`config.mk`:
```
export PLATFORM = sky130hd
export DESIGN_NAME = idea_mix_stage
export DESIGN_NICKNAME = d
export VERILOG_FILES = /design/src/sv/idea_pkg.sv /design/src/sv/idea_round.sv
export SDC_FILE = /design/constraint.sdc
export NUM_CORES = 2
export LEC_CHECK = 0
export BUFFER_PORTS_ARGS = -buffer_cell sky130_fd_sc_hd__buf_2
export CORE_UTILIZATION = 55
export DETAILED_ROUTE_END_ITERATION = 6
export GPL_TIMING_DRIVEN = 0
export HOLD_SLACK_MARGIN = 0.03
export PLACE_DENSITY = 0.8
export SETUP_SLACK_MARGIN = 0.02
export SKIP_CTS_REPAIR_TIMING = 1
export SYNTH_ARGS = -nofsm -noshare
export SYNTH_HDL_FRONTEND = slang
export SYNTH_SLANG_ARGS = --single-unit
export TNS_END_PERCENT = 100
```
`constraint.sdc`:
```
create_clock -name clk -period 33 [get_ports clk]
set_clock_uncertainty 0.05 [all_clocks]
set_input_delay 3.3 -clock clk [delete_from_list [all_inputs] [get_ports clk]]
set_output_delay 3.3 -clock clk [all_outputs]
set_load 0.005 [all_outputs]
```
`src/sv/idea_pkg.sv`:
```
// Shared types, constants and arithmetic helpers for the IDEA cipher block.
// No dependencies; imported by the key schedule, the round and the top level.
`default_nettype none
package idea_pkg;

	localparam int ROUNDS = 8;
	localparam int NSUB = 6 * ROUNDS + 4;
	localparam int NINV = 2 * (ROUNDS + 1);
	localparam int INV_IDX_W = $clog2(NINV);
	localparam int CFG_IDX_W = 2;

	localparam logic [CFG_IDX_W-1:0] CFG_KEY_HIGH = 2'd0;
	localparam logic [CFG_IDX_W-1:0] CFG_KEY_LOW = 2'd1;

	typedef logic [15:0] word_t;
	typedef word_t [NSUB-1:0] keyset_t;
	typedef word_t [NINV-1:0] invset_t;
	typedef word_t [5:0] rkey_t;
	typedef word_t [3:0] okey_t;

	typedef struct packed {
		logic valid;
		logic kind;
		logic [63:0] blk;
	} pkt_t;

	// Multiply mod 65537, word 0 standing for 65536
	function automatic word_t mulm(word_t a, word_t b);
		logic [31:0] p;
		word_t lo;
		word_t hi;
		word_t r;
		p = 32'(a) * 32'(b);
		lo = p[15:0];
		hi = p[31:16];
		if (a == 16'd0) begin
			r = 16'd1 - b;
		end else if (b == 16'd0) begin
			r = 16'd1 - a;
		end else begin
			r = lo - hi + {15'd0, (lo < hi)};
		end
		return r;
	endfunction

	// Encryption subkeys: 25-bit left rotations of the key, eight words each
	function automatic keyset_t enc_keys(logic [127:0] key);
		keyset_t k;
		logic [127:0] rk;
		int rot;
		for (int i = 0; i < NSUB; i++) begin
			rot = (25 * (i >> 3)) & 127;
			rk = (key << rot) | (key >> (128 - rot));
			k[i] = rk[127 - 16 * (i & 7) -: 16];
		end
		return k;
	endfunction

	// Decryption subkeys: inverses in reverse order, additive ones negated likewise
	function automatic keyset_t dec_keys(keyset_t e, invset_t v);
		keyset_t d;
		for (int m = 0; m <= ROUNDS; m++) begin
			d[6*m] = v[2*m];
			d[6*m+3] = v[2*m+1];
			if (m == 0 || m == ROUNDS) begin
				d[6*m+1] = 16'd0 - e[6*(ROUNDS-m)+1];
				d[6*m+2] = 16'd0 - e[6*(ROUNDS-m)+2];
			end else begin
				d[6*m+1] = 16'd0 - e[6*(ROUNDS-m)+2];
				d[6*m+2] = 16'd0 - e[6*(ROUNDS-m)+1];
			end
			if (m < ROUNDS) begin
				d[6*m+4] = e[6*(ROUNDS-1-m)+4];
				d[6*m+5] = e[6*(ROUNDS-1-m)+5];
			end
		end
		return d;
	endfunction

endpackage
`default_nettype wire

```
`src/sv/idea_round.sv`:
```
// One IDEA round in three register stages; subkeys picked per stage by kind.
// Depends on idea_pkg.
`default_nettype none
module idea_mix_stage (
	input  wire logic            clk,
	input  wire logic            arst_n,
	input  wire idea_pkg::pkt_t  in_pkt,
	input  wire idea_pkg::rkey_t enc_k,
	input  wire idea_pkg::rkey_t dec_k,
	output idea_pkg::pkt_t       out_pkt
);
	import idea_pkg::*;

	logic v_s1, v_s2, v_s3;
	logic kind_s1, kind_s2, kind_s3;
	word_t a_s1, b_s1, c_s1, d_s1;
	word_t a_s2, b_s2, c_s2, d_s2, m1_s2;
	logic [63:0] blk_s3;
	rkey_t k0, k1, k2;
	word_t a_in, b_in, c_in, d_in;
	word_t m2, m1b;

	assign k0 = in_pkt.kind ? dec_k : enc_k;
	assign k1 = kind_s1 ? dec_k : enc_k;
	assign k2 = kind_s2 ? dec_k : enc_k;
	assign a_in = in_pkt.blk[63:48];
	assign b_in = in_pkt.blk[47:32];
	assign c_in = in_pkt.blk[31:16];
	assign d_in = in_pkt.blk[15:0];
	assign m2 = mulm((b_s2 ^ d_s2) + m1_s2, k2[5]);
	assign m1b = m1_s2 + m2;

	// Advance valid
	always_ff @(posedge clk or negedge arst_n) begin
		if (!arst_n) begin
			v_s1 <= 1'b0;
			v_s2 <= 1'b0;
			v_s3 <= 1'b0;
		end else begin
			v_s1 <= in_pkt.valid;
			v_s2 <= v_s1;
			v_s3 <= v_s2;
		end
	end

	// Key mix, MA multiply one, MA multiply two with output mix and swap
	always_ff @(posedge clk) begin
		kind_s1 <= in_pkt.kind;
		a_s1 <= mulm(a_in, k0[0]);
		b_s1 <= b_in + k0[1];
		c_s1 <= c_in + k0[2];
		d_s1 <= mulm(d_in, k0[3]);
		kind_s2 <= kind_s1;
		a_s2 <= a_s1;
		b_s2 <= b_s1;
		c_s2 <= c_s1;
		d_s2 <= d_s1;
		m1_s2 <= mulm(a_s1 ^ c_s1, k1[4]);
		kind_s3 <= kind_s2;
		blk_s3 <= {a_s2 ^ m2, c_s2 ^ m2, b_s2 ^ m1b, d_s2 ^ m1b};
	end

	assign out_pkt = '{valid: v_s3, kind: kind_s3, blk: blk_s3};

endmodule
`default_nettype wire
```
Yosys cells after proc, flatten, opt, wreduce, memory -nomap -nowiden
Cells that the tools add are included.
{"block": "op_classes", "add_sub_neg": 20, "multipliers": 4, "order_cmp": 4, "n_mux": 11, "bitwise": 6, "reduce_logical": 8}
{"cell": "$logic_not A16 Y1", "n": 8}
{"cell": "$mul A16 B16 Y32", "n": 4}
{"cell": "$mux W16", "n": 8}
{"cell": "$sub A1 B16 Y16 const A", "n": 8}
{"cell": "$mux W96", "n": 1}
{"cell": "$xor A16 B16 Y16", "n": 6}
{"cell": "$mux W80", "n": 1}
{"cell": "$add A16 B1 Y16", "n": 4}
{"cell": "$add A16 B16 Y16", "n": 4}
{"cell": "$lt A16 B16 Y1", "n": 4}
{"cell": "$mux W64", "n": 1}
{"cell": "$sub A16 B16 Y16", "n": 4}
{"block": "word_totals", "register_bits": 214, "inputBits": 260, "elab_cells": 69}

Logic depth before layout (Yosys ltp)
{"block": "logic_depth", "depth_word": 9, "ltp_mapped": 61}

Worst setup path before layout
No wires, ideal clock.
{"block": "synth_path", "path_type": "input port to flip-flop", "from": "input in_pkt[64] (netlist name)", "to": "register a_s1[15]", "setup_time_ns": 0.133, "arrival_ns": 13.987, "slack_ns": 18.831, "path_stages": 51, "cell_sequence": "clkbuf_1 > buf_4 > buf_2 > buf_2 > buf_1 > mux2_2 > clkbuf_1 > nand2_1 > fa_1 > inv_1 > fa_1 > inv_1 > fa_1 > fa_1 > inv_1 > fa_1 > inv_1 > fa_1 > (+15 left out) > o21a_1 > o21ai_0 > a31oi_1 > o41ai_1 > ha_1 > inv_1 > ha_1 > a21o_1 > a21oi_1 > o21bai_1 > a31oi_1 > o21ai_0 > o41ai_1 > o21ai_0 > a21oi_1 > mux2i_1 > a211oi_1 > a21oi_1"}
{"block": "synth_via", "elab_chain_cells": 6, "word_cells_on_any_way": 9, "classes_between": "add/sub (3); mul (1); order compare (1); mux (3); reduce/logical (1)"}
{"element": "from (decl)", "line": "idea_round.sv:7", "text": "input wire idea_pkg::pkt_t in_pkt,"}
{"element": "$mux W64 *", "line": "idea_round.sv:23", "text": "assign k0 = in_pkt.kind ? dec_k : enc_k;"}
{"element": "$mul A16 B16 Y32", "line": "idea_pkg.sv:33", "text": "p = 32'(a) * 32'(b);"}
{"element": "$sub A16 B16 Y16 / $lt A16 B16 Y1 (equally long branches)", "line": "idea_pkg.sv:41", "text": "r = lo - hi + {15'd0, (lo < hi)};"}
{"element": "$add A16 B1 Y16", "line": "idea_pkg.sv:41"}
{"element": "$mux W16", "line": "idea_pkg.sv:38", "text": "end else if (b == 16'd0) begin"}
{"element": "$mux W16 *", "line": "idea_pkg.sv:36", "text": "if (a == 16'd0) begin"}
{"element": "to (signal assigned)", "line": "idea_round.sv:49", "text": "a_s1 <= mulm(a_in, k0[0]);"}
{"element": "to (decl)", "line": "idea_round.sv:16", "text": "word_t a_s1, b_s1, c_s1, d_s1;"}
Mark *: on every way between the ends. The rest lies on a longest branch, timed or not.

Worst setup path after layout
Same ends and word-level chain as after synthesis.

==> summary.md <==
| Metric | Value |
|---|---|
| Status | finished, violations left |
| Failing checks | DRC, capacitance limit |
| Largest cells by area after synthesis | fa_1 (33%), ha_1 (15%), dfxtp_1 (8.5%) |
| Synth Area in Compound Gates | 8.25% |
| Worst flop-to-flop path startpoint | d_s2[0]$_DFF_P_ |
| Number of synthesized flops with an enable pin | 0 |
| CTS max path bufs | 3 |
| Drt drc | 2 |
| Syn Nets | 7467 |
| Root buffer cell | clkbuf_16 |
| Hold Path End | d_s2[1]$_DFF_P_ |
| Initial antenna violation count | 5 |
| # IOs | 326 |
| Final Max Tran Viols | 0 |
| Via-per-instance ratio | 5.67 |
| Setup crit start kind | input port |
| Post-DP HPWL | 129000 um |
| CP Buf/Inv Count | 12 |
| Critical Path AT | 17.26 ns |
| Adder-Cell Fraction of Synth Area | 48.0% |
| Crit end category | register |
| RD Place Congestion | 1.01 |
| FP Rows | 110 |
| Tightest Pin Transition | 1.44 ns |
| Area leader, netlist | fa_1 |
| Final Hold Violating Endpoints | 0 |
| Synth cell count leaders | inv_1 (1093), fa_1 (813), nand2_1 (799) |
| Path depth of the worst reg2reg path | 56 |
| Die Area | 91800 um^2 |
| WP data required | 33.43 ns |
| Drt first pass iters | 7 |
| Synth warn | 0 |
| CTS tree | yes |
| CTS clk-pin slew, worst paths | 0.07 ns |
| Most numerous cell in the Yosys netlist | inv_1 |
| Horiz. Die Dim | 303 um |
| Synth Area in Simple Gates | 15.0% |
| Critical path class | in2reg |
| Synthesized cell area | 49800 um^2 |
| Final wirelength | 152000 um |
| F_max | 59.4 MHz |
| Fin crit period | 16.84 ns |
| Total GRT Usage | 33.6% |
| Clock Sinks | 214 |
| Top cell type's share of synthesized area | 32.7% |
| H-tree depth | 1 |
| Relative slew slack | 1.09% |
| Final worst-path cycle share | 51.0% |
| RSZ-0062 raised after global routing | no |
| Worst skew pair latency | 0.62 ns |
| Core area | 89900 um^2 |
| Final setup fails | 0 |
| GRT overflow | 0 |
| Initial Utilization | 55.5% |
| Crit-path leading delay family | compound AO/OA/AOI/OAI gates |
| Reg2reg setup slack | 16.63 ns |
| Post-synth top flop | dfxtp_1 |
| Num CTS Buffers | 27 |
| Hold Crit Class | reg2reg |
| Synth Area in XOR/XNOR | 7.42% |
| CP max-delay cell | buf_1 |
| Synth-to-layout area growth | 7.84% |
| Largest family of logic cells by synthesized area | adder cells |
| Via count | 41500 |
| Port buffer count | 304 |
| Total of max-cap violations | 1 |
| Avg Synthesized Cell Area | 8.62 um^2 |
| DRT iter0 DRCs | 3298 |
| HP Start | d_s1[1]$_DFF_P_ |
| Largest net degree at the start of global routing | 16 |
| WL/cell | 20.8 um |
| First-pass GRT wire length | 234000 um |
| Die height | 303 um |
| Post-DRT Antenna Nets | 0 |
| Seq/Total Area, Yosys | 8.63% |
| Number of global-route vias before repair | 42500 |
| #FFs+latches synth | 214 |
| Crit-path max FO | 10 |
| Layout cells sized above 1 | 8.26% |
| NumNets Final | 7801 |
| CP peak stage delay | 0.99 ns |
| Synth unique cells | 89 |
| Ys async rst share | 1.40% |
| Post-synthesis mux area share | 2.78% |
| Syn Inst Count | 5784 |
| Most Frequent Cell on Critical Path | fa_1 |
| Worst R2R End | blk_s3[14]$_DFF_P_ |
| Hold Path Cell Cnt | 0 |
| Final setup TNS | 0 ns |
==> sequential cells by signal, indices dropped and copies added, names as in the netlist <==
name     flops
a_s1        16
a_s2        16
b_s1        16
b_s2        16
blk_s3      64
c_s1        16
c_s2        16
d_s1        16
d_s2        16
kind_s1      1
kind_s2      1
kind_s3      1
m1_s2       16
v_s1         1
v_s2         1
v_s3         1
==> worst max-delay path by stage <==
stage / from / endpoint / slack (ns) / cells past startpoint
final: in_pkt[64] / a_s1[15]$_DFF_P_ / 16.16 / 50
after global routing: in_pkt[64] / a_s1[15]$_DFF_P_ / 15.51 / 52
after CTS: in_pkt[64] / a_s1[15]$_DFF_P_ / 16.34 / 52
after floorplan: in_pkt[64] / a_s1[15]$_DFF_P_ / 18.83 / 51
after detailed placement: in_pkt[64] / a_s1[15]$_DFF_P_ / 15.66 / 52
after global placement: in_pkt[64] / a_s1[15]$_DFF_P_ / 15.86 / 52
==> routing by layer <==
layer  part of all wire, %  track usage [%]  routed length (um)  vias to the layer above
met3                   9.9             6.39               15000                      409
met1                    39             43.5               60000                    20400
met4                   5.4             15.8                8190                        6
met5                 0.025                0                  38                        -
met2                    45             54.4               69200                     1999
li1                      -                -                   -                    18700
==> worst reg2reg max path, delay by kind of cell (launching register included) <==
kind | cells | cell delay, ns
adder cells (fa/ha/maj) | 14 | 5.49
flip-flops | 1 | 0.36
buffers and inverters | 7 | 0.87
AO/OA/AOI/OAI | 22 | 5.52
multiplexers | 2 | 1.57
XOR/XNOR | 4 | 1.04
AND/OR/NAND/NOR | 7 | 1.33
==> cell usage in the layout (no fill, tap or decap), types with 21 or more instances in the layout <==
cell	instances
a211oi_1	27
ha_1	610
a31oi_1	24
clkbuf_1	166
mux2_2	85
xnor2_1	237
clkbuf_16	27
a21o_1	65
buf_2	322
and3_1	23
o21bai_1	31
xor2_1	168
or3_1	28
o211ai_1	31
buf_1	21
nor2b_1	81
a21oi_1	182
nand2b_1	56
dfxtp_1	211
and2_1	142
o21a_1	30
mux2i_1	39
nand3_1	40
fa_1	813
nand2_1	799
o21ai_0	110
inv_1	1093
nor2_1	356
nor3_1	56
==> stage by stage <==
stage / utilization [%] / std cells / hold WS (ns) / area, um^2 / setup slack [ns]
after floorplan: - / 5784 / 0.260 / 49800 / 18.83
after global placement: 58.8 / 7264 / 0.261 / 52800 / 15.86
after detailed placement: 58.8 / 7265 / 0.262 / 52900 / 15.66
after CTS: 59.8 / 7314 / 0.277 / 53700 / 16.34
after global routing: 59.8 / 7314 / 0.280 / 53700 / 15.51
final: 59.8 / 7317 / 0.275 / 53700 / 16.16
==> logic make-up after synthesis <==
family / Yosys count
adder cells (fa/ha/maj): 1423
AO/OA/AOI/OAI: 636
XOR/XNOR: 413
flip-flops: 214
AND/OR/NAND/NOR: 1663
multiplexers: 127
buffers and inverters: 1308
==> final cells by class <==
type | instances | area, um^2
Multi-Input combinational cell | 4262 | 40600
Fill cell | 8081 | 36100
Sequential cell | 214 | 4300
Inverter | 1100 | 4130
Timing Repair Buffer | 305 | 1530
Tap cell | 1176 | 1470
Buffer | 208 | 825
Clock buffer | 29 | 693
Clock inverter | 20 | 184
Antenna cell | 3 | 7.51
Power is not shown: default switching activity piles up to over one toggle a cycle in this logic, so the estimate is an artifact.
