<file path="src/sv/idea_pkg.sv">
// Shared types, constants and arithmetic helpers for the IDEA cipher block.
// No dependencies; imported by the key schedule, the round and the top level.
`default_nettype none
package idea_pkg;

	localparam int ROUNDS = 8;
	localparam int NSUB = 6 * ROUNDS + 4;
	localparam int NINV = 2 * (ROUNDS + 1);
	localparam int INV_IDX_W = $clog2(NINV);
	localparam int CFG_IDX_W = 2;

	localparam logic [CFG_IDX_W-1:0] CFG_KEY_HIGH = 2'd0;
	localparam logic [CFG_IDX_W-1:0] CFG_KEY_LOW = 2'd1;

	typedef logic [15:0] word_t;
	typedef word_t [NSUB-1:0] keyset_t;
	typedef word_t [NINV-1:0] invset_t;
	typedef word_t [5:0] rkey_t;
	typedef word_t [3:0] okey_t;

	typedef struct packed {
		logic valid;
		logic kind;
		logic [63:0] blk;
	} pkt_t;

	// Multiply mod 65537, word 0 standing for 65536
	function automatic word_t mulm(word_t a, word_t b);
		logic [31:0] p;
		word_t lo;
		word_t hi;
		word_t r;
		p = 32'(a) * 32'(b);
		lo = p[15:0];
		hi = p[31:16];
		if (a == 16'd0) begin
			r = 16'd1 - b;
		end else if (b == 16'd0) begin
			r = 16'd1 - a;
		end else begin
			r = lo - hi + {15'd0, (lo < hi)};
		end
		return r;
	endfunction

	// Encryption subkeys: 25-bit left rotations of the key, eight words each
	function automatic keyset_t enc_keys(logic [127:0] key);
		keyset_t k;
		logic [127:0] rk;
		int rot;
		for (int i = 0; i < NSUB; i++) begin
			rot = (25 * (i >> 3)) & 127;
			rk = (key << rot) | (key >> (128 - rot));
			k[i] = rk[127 - 16 * (i & 7) -: 16];
		end
		return k;
	endfunction

	// Decryption subkeys: inverses in reverse order, additive ones negated likewise
	function automatic keyset_t dec_keys(keyset_t e, invset_t v);
		keyset_t d;
		for (int m = 0; m <= ROUNDS; m++) begin
			d[6*m] = v[2*m];
			d[6*m+3] = v[2*m+1];
			if (m == 0 || m == ROUNDS) begin
				d[6*m+1] = 16'd0 - e[6*(ROUNDS-m)+1];
				d[6*m+2] = 16'd0 - e[6*(ROUNDS-m)+2];
			end else begin
				d[6*m+1] = 16'd0 - e[6*(ROUNDS-m)+2];
				d[6*m+2] = 16'd0 - e[6*(ROUNDS-m)+1];
			end
			if (m < ROUNDS) begin
				d[6*m+4] = e[6*(ROUNDS-1-m)+4];
				d[6*m+5] = e[6*(ROUNDS-1-m)+5];
			end
		end
		return d;
	endfunction

endpackage
`default_nettype wire

</file>
<file path="src/sv/idea_ksched.sv">
// Key registers and subkey schedule; multiplicative inverses by a shared
// square-and-multiply sequencer. Depends on idea_pkg.
`default_nettype none
module idea_ksched (
	input  wire logic                           clk,
	input  wire logic                           arst_n,
	input  wire logic                           cfg_valid,
	output logic                                cfg_ready,
	input  wire logic [idea_pkg::CFG_IDX_W-1:0] cfg_index,
	input  wire logic [63:0]                    cfg_data,
	output idea_pkg::keyset_t                   enc,
	output idea_pkg::keyset_t                   dec,
	output logic                                busy
);
	import idea_pkg::*;

	logic [63:0] key_high_q;
	logic [63:0] key_low_q;
	invset_t inv_q;
	logic busy_q;
	logic ld_q;
	logic ph_q;
	logic [3:0] step_q;
	logic [INV_IDX_W-1:0] slot_q;
	word_t base_q;
	word_t acc_q;
	word_t src;
	word_t prod;
	logic wr;

	assign enc = enc_keys({key_high_q, key_low_q});
	assign dec = dec_keys(enc, inv_q);
	assign busy = busy_q;
	assign cfg_ready = !busy_q;
	assign wr = cfg_valid && cfg_ready &&
		(cfg_index == CFG_KEY_HIGH || cfg_index == CFG_KEY_LOW);

	// Source word of the current inverse slot
	always_comb begin
		src = enc[6 * (ROUNDS - int'(slot_q >> 1)) + 3 * int'(slot_q[0])];
	end

	// One shared modular multiplier: square, then multiply by the base
	assign prod = mulm(acc_q, ph_q ? base_q : acc_q);

	// Take a key request and run the inverse sequence
	always_ff @(posedge clk or negedge arst_n) begin
		if (!arst_n) begin
			key_high_q <= '0;
			key_low_q <= '0;
			inv_q <= '0;
			busy_q <= 1'b0;
			ld_q <= 1'b0;
			ph_q <= 1'b0;
			step_q <= '0;
			slot_q <= '0;
		end else if (wr) begin
			if (cfg_index == CFG_KEY_HIGH) begin
				key_high_q <= cfg_data;
			end else begin
				key_low_q <= cfg_data;
			end
			busy_q <= 1'b1;
			ld_q <= 1'b1;
			ph_q <= 1'b0;
			step_q <= '0;
			slot_q <= '0;
		end else if (busy_q) begin
			if (ld_q) begin
				ld_q <= 1'b0;
			end else if (!ph_q) begin
				ph_q <= 1'b1;
			end else begin
				ph_q <= 1'b0;
				if (step_q == 4'd14) begin
					inv_q[slot_q] <= prod;
					step_q <= '0;
					if (slot_q == INV_IDX_W'(NINV - 1)) begin
						busy_q <= 1'b0;
					end else begin
						slot_q <= slot_q + 1'b1;
						ld_q <= 1'b1;
					end
				end else begin
					step_q <= step_q + 1'b1;
				end
			end
		end
	end

	// Load the base, then hold the running power
	always_ff @(posedge clk) begin
		if (ld_q) begin
			base_q <= src;
			acc_q <= src;
		end else if (busy_q) begin
			acc_q <= prod;
		end
	end

endmodule
`default_nettype wire

</file>
<file path="config.mk">
export PLATFORM = sky130hd
export DESIGN_NAME = idea_ksched
export DESIGN_NICKNAME = d
export VERILOG_FILES = /design/src/sv/idea_pkg.sv /design/src/sv/idea_ksched.sv
export SDC_FILE = /design/constraint.sdc
export NUM_CORES = 2
export LEC_CHECK = 0
export BUFFER_PORTS_ARGS = -buffer_cell sky130_fd_sc_hd__buf_2
export CAP_MARGIN = 20
export CORE_AREA = 2 2 677 679
export CTS_CLUSTER_DIAMETER = 30
export DETAILED_ROUTE_END_ITERATION = 10
export DIE_AREA = 0 0 679 681
export PLACE_DENSITY = 0.31
export SLEW_MARGIN = 5
export SYNTH_ARGS = -nofsm -noshare
export SYNTH_HDL_FRONTEND = slang
export SYNTH_SLANG_ARGS = --single-unit
</file>
<file path="constraint.sdc">
create_clock -name clk -period 14.42 [get_ports clk]
set_input_delay 1.442 -clock clk [delete_from_list [all_inputs] [get_ports clk]]
set_output_delay 1.442 -clock clk [all_outputs]
set_load 0.01 [all_outputs]
</file>
Word level (Yosys, flattened, before mapping)
Cells that the tools add are included. Widths: inputs -> output; s select.

Add/subtract/negate cells: 26. Multiply operators: 3. Div/mod/pow operators: 0. Order comparisons: 4. Equality and inequality tests: 5. Shifts and indexed selects: 0. Mux-type cells: 37. Bitwise operators: 9. Reductions and logical operators: 18.

Operators with widths (number): $sub 1x16->16 const A (20); $bwmux 288 (1); $mux 16 (8); $or 128x100->128 (1); $or 128x125->128 (1); $or 128x22->128 (1); $or 128x25->128 (1); $or 128x50->128 (1); $or 128x75->128 (1); $bmux 16 s6 (1); $demux 16 s5 (1); $logic_not 16->1 (2); $mul 16x16->32 (1); $mux 5 (6); $mux 4 (5); $add 16x1->16 (1); $lt 16x16->1 (1); $sub 16x16->16 (1); $mux 1 (15); $add 9x4->10 (1); $lt 10x8->1 const B (1); $reduce_and 5->1 (2); $mul 3x5->8 const A (1); $reduce_bool 2->1 (4); 18 further kinds (24).

Register bits: 460. Latch bits: 0. RAM bits: 0. ROM bits: 0. Input bits: 69. Memories: 0.

Longest topological paths before layout
Word-level depth: 8. Mapped depth: 50. Depth with buffers taken out: 45.

Worst setup path after synthesis
No wires, ideal clock.

Path type: flip-flop to flip-flop. From: reg ph_q. To: reg inv_q (netlist bit dec[106]). Arrival time: 10653 ps. Data required time: 14295 ps. Path slack: 3642 ps. Cell stages (with the launch flop): 43. Period minus slack after synthesis: 10778 ps. Cells stage by stage: dfrtp_1 -> buf_6 -> buf_6 -> buf_2 -> buf_1 -> mux2_2 -> clkbuf_1 -> and2_1 -> fa_1 -> fa_1 -> fa_1 -> fa_1 -> fa_1 -> inv_1 -> fa_1 -> inv_1 -> ha_1 -> a41oi_1 -> [7 not listed] -> ha_1 -> nand2_1 -> nor4_1 -> o311ai_0 -> nand2_1 -> ha_1 -> inv_1 -> ha_1 -> fa_1 -> a21o_1 -> a2111oi_0 -> nor3_1 -> and2_1 -> o21a_1 -> o311ai_0 -> a21oi_1 -> buf_2 -> mux2_2.

Cells in the longest elaborated chain, start to end: 7.

Ends and longest elaborated chain: from (decl) (line idea_ksched.sv:22) `logic ph_q;`; from (signal assigned) (line idea_ksched.sv:54) `ph_q <= 1'b0;`; from (signal assigned) (line idea_ksched.sv:65) `ph_q <= 1'b0;`; from (signal assigned) (line idea_ksched.sv:72) `ph_q <= 1'b1;`; $mux 16 (line idea_ksched.sv:44) `assign prod = mulm(acc_q, ph_q ? base_q : acc_q);`; $mul 16x16->32 (line idea_pkg.sv:33) `p = 32'(a) * 32'(b);`; $sub 16x16->16 / $lt 16x16->1 (equally long branches) (line idea_pkg.sv:41) `r = lo - hi + {15'd0, (lo < hi)};`; $add 16x1->16 (line idea_pkg.sv:41); $mux 16 (line idea_pkg.sv:38) `end else if (b == 16'd0) begin`; $mux 16 (line idea_pkg.sv:36) `if (a == 16'd0) begin`; $bwmux 288 (line idea_ksched.sv:76) `inv_q[slot_q] <= prod;`; to (signal, indexed assignment) (line idea_ksched.sv:76); to (decl) (line idea_ksched.sv:19) `invset_t inv_q;`.

Parallel ways exist; a longest one is shown, timed or not. A chain may end at the register's enable or synchronous reset.

Worst setup path in the final report
From: reg acc_q[2]. To: reg acc_q[10], data pin.

Cells in the longest elaborated chain, start to end: 8.

Ends and longest elaborated chain: from (decl) (line idea_ksched.sv:26) `word_t acc_q;`; from (signal assigned) (line idea_ksched.sv:95) `acc_q <= src;`; from (signal assigned) (line idea_ksched.sv:97) `acc_q <= prod;`; $mux 16 (line idea_ksched.sv:44); $mul 16x16->32 (line idea_pkg.sv:33); $sub 16x16->16 / $lt 16x16->1 (equally long branches) (line idea_pkg.sv:41); $add 16x1->16 (line idea_pkg.sv:41); $mux 16 (line idea_pkg.sv:38); $mux 16 * (line idea_pkg.sv:36); $mux 16 * (line idea_ksched.sv:96) `end else if (busy_q) begin`; $mux 16 * (line idea_ksched.sv:93) `if (ld_q) begin`.

Every way passes the cells marked *; elsewhere a longest branch is shown, timed or not. The select of a mux whose other input is x is not followed.

==> results.md <==
Timing:
- Setup violations remaining at the end of the flow were counted as 0.
- The max-slew headroom at the worst pin is 14.7%.
- Setup repair after global routing left no endpoint under its margin.
- In the post-route analysis, the smallest setup slack over all paths is 1580 ps.
- The total count of max-transition violations in the final report is 0.
- The number of hold-slack violations in the final timing report is 0.
- The maximum clock skew at final layout is 44.5 ps.
- The actual transition at the worst max-transition pin is 1280 ps.
- The post-route minimum period is 12840 ps.
- Timing would allow up to 77.9 MHz.
- The final total negative setup slack is 0 ps.
- The final critical path takes up 89.0% of the cycle.

Clock network:
- The number of setup buffers added after CTS is 0.
- The CTS tree is built.
- Buffers inserted to repair hold after CTS numbered 0.
- The clock latency on the worst-skew pair is 840 ps.
- The cell sitting at the root of the clock tree is a clkbuf_16.
- The clock net in this run drives a total of 460 sinks.
- The post-cts sizing count is 0.
- After clock tree synthesis, the clock-pin slew on the worst setup and hold paths is 40 ps.
- The number of clock buffers inserted by TritonCTS is 169.
- The H-tree level count is 4.
- The buffer depth of the longest clock path is 4.

Finish:
- The library cell used most frequently in the layout, excluding fill and tap cells, is buf_2.
- The share of cells above drive strength 1 is 45.3%.
- From synthesis to final layout, the design area changed by 35.3%.
- The number of nets in the layout is 6040.
- In the layout the commonest cells are buf_2, nand2_1, dfrtp_1.
- For this run, the number of standard cells in the final layout without fillers is 11790.

Detailed routing:
- The DRC violation count after routing is 0.
- The first routing iteration left 2785 violations.
- After detailed routing, the met3 layer carries 17600 µm of wire.
- The final wirelength is 293000 µm.
- In this run the remaining antenna-violating nets after routing total 0.
- Detailed routing inserted a total of 38418 vias.
- The met1 wire length is 118000 µm.
- The total iterations of the first detailed-routing run is 5.
- The post-detailed-route via-to-cell ratio is 3.26.
- Dividing the detail-routed wire length by the instance count gives 24.9 µm.
- The top layer reached by signal wires is met5.
- The routed design uses 146000 µm of met2 wire.

Yosys:
- The synthesized design contains 32 enable-type register cells.
- The average size of a mapped cell is 9.24 µm².
- The async set-or-reset flop fraction in the synthesized netlist is 93.0%.
- Summing every instance area after synthesis gives 0.0439 mm².
- Yosys printed 0 warnings.
- In this run, synthesis produced a sequential element count of 460.
- Synthesis produced a netlist whose cell count is 4757.
- The synthesized netlist contains 79 unique library cells.
- The flip-flop cell with the highest count after synthesis is dfrtp_1.
- The share of the yosys chip area belonging to registers is 26.6%.
- When the netlist entered floorplanning its net count stood at 5196.

GRT:
- Entering global routing, the biggest net connects 148 pins.
- The initial antenna violation count is 63.
- Global routing consumed, over all layers together, 12.1% of the routing resources.
- The via count of the first global-routing pass is 38002.
- The total overflow left after global routing is 0.
- The first-pass GRT wire length is 377000 µm.

Place:
- The placed cell count is 11427.
- The routability congestion estimate is 0.840.
- Detailed placement finished with a half-perimeter wire length of 228000 µm.
- In this run the tool buffered the top-level ports with 1734 buffer cells.
- The worst-case setup slack after placement is 1460 ps.

Setup path:
- At the worst endpoint, the arrival time is 13410 ps.
- The critical path is of the reg -> reg type.
- The maximum fanout along the worst path is 19.
- The worst setup path is launched from a register.
- The type of destination of the critical path is a register.
- The cell occurring most often along the worst timing path is fa_1.
- The largest individual stage delay along the critical path comes from the cell edfxtp_1.
- The largest stage delay on the critical path is 810 ps.
- The worst path required time is 14990 ps.

Die:
- The die height is 681 µm.
- The floorplan has 248 rows.
- The core region is 0.455 mm².
- In this run the count of I/O pins placed on the die edge is 1735.
- The die outline width is 679 µm.
- The area enclosed by the die boundary is 0.462 mm².
- Once the floorplan was initialized, standard cells occupied 9.66% of the core.

Hold path:
- The worst min-delay path class is reg -> reg.

Flow run:
- The number of max-capacitance violations reported is 0.

Outcome:
- The run finished with clean final reports.
## final timing paths
path	startpoint	end	slack (ps)	cells past startpoint
min in group asynchronous	arst_n	dec[539]$_DFFE_PN0P_	620	1
max in group asynchronous	arst_n	key_high_q[55]$_DFFE_PN0P_	11600	3
hold / removal	dec[829]$_DFFE_PN0P_	dec[829]$_DFFE_PN0P_	470	2
hold reg to reg	dec[829]$_DFFE_PN0P_	dec[829]$_DFFE_PN0P_	470	2
setup / recovery	acc_q[2]$_DFFE_PP_	acc_q[10]$_DFFE_PP_	1580	40
setup reg to reg	acc_q[2]$_DFFE_PP_	acc_q[10]$_DFFE_PP_	1580	40
## registers in the layout, indices dropped and copies added (netlist names), 4 cells and up
register	count
acc_q	16
key_low_q	64
base_q	16
key_high_q	64
dec	288
slot_q	5
step_q	4
## per-layer routing
metal | track usage (%) | up-vias
li1 | - | 16478
met1 | 14.6 | 19698
met2 | 21.4 | 1842
met3 | 2.31 | 392
met4 | 4.41 | 8
met5 | 0 | -
## cell families after synthesis
| kind of cell | Yosys count | synth area share (%) |
|---|---|---|
| buf+inv | 1577 | 22.0 |
| simple gates | 1122 | 11.7 |
| compound gates | 541 | 7.13 |
| flops | 460 | 26.6 |
| fa+ha+maj | 370 | 14.0 |
| mux | 363 | 12.1 |
| xor+xnor | 324 | 6.46 |
## metrics by stage
stage	hold slack, ps	area, µm²	util [%]
6_report	466	59500	13.1
4_1_cts	475	59300	13.0
3_3_place_gp	458	53500	11.8
2_1_floorplan	514	43900	-
3_5_place_dp	465	53600	11.8
5_1_grt	488	59400	13.1
## Yosys cell counts, drive strengths merged (7+ instances only)
master / count / area, µm²
inv: 310 / 1160
xnor2: 216 / 1890
edfxtp: 32 / 961
and2: 83 / 519
nor3b: 17 / 128
o21bai: 7 / 52.6
nand2: 595 / 2240
or3: 18 / 113
a211oi: 29 / 218
nand3: 57 / 285
clkbuf: 228 / 860
nor4: 25 / 193
a311oi: 9 / 78.8
mux2i: 54 / 541
mux2: 192 / 2160
a21o: 18 / 135
nor2b: 47 / 294
ha: 167 / 2090
buf: 1035 / 7640
o21ai: 314 / 1570
nor3: 78 / 402
o21a: 14 / 105
xor2: 108 / 946
o211ai: 7 / 52.6
a21oi: 81 / 413
dfrtp: 428 / 10700
a31oi: 21 / 138
fa: 203 / 4060
mux4: 117 / 2640
and3: 18 / 113
nor2: 137 / 514
nand2b: 23 / 146
## worst max-delay path: cells and delay by family (launching register included)
kind,cells,cell delay (ps)
XOR/XNOR,1,110
multiplexers,1,360
flip-flops,1,810
AO/OA/AOI/OAI,15,5070
buffers and inverters,6,1010
AND/OR/NAND/NOR,6,990
adder cells (fa/ha/maj),11,4180
## layout make-up
type                       count  area (µm²)
antenna                       52         130
clock buffer                 263        5140
clock inverter                45         574
fill                       52060      395000
inverter                     314        1180
multi-input combinational   2720       22900
sequential                   460       11700
tap                         6000        7510
timing repair buffer        1936       10300
Power is left out: the tool's default activity adds up to more than one toggle a clock period on the data nets, which glitch-free logic cannot reach.
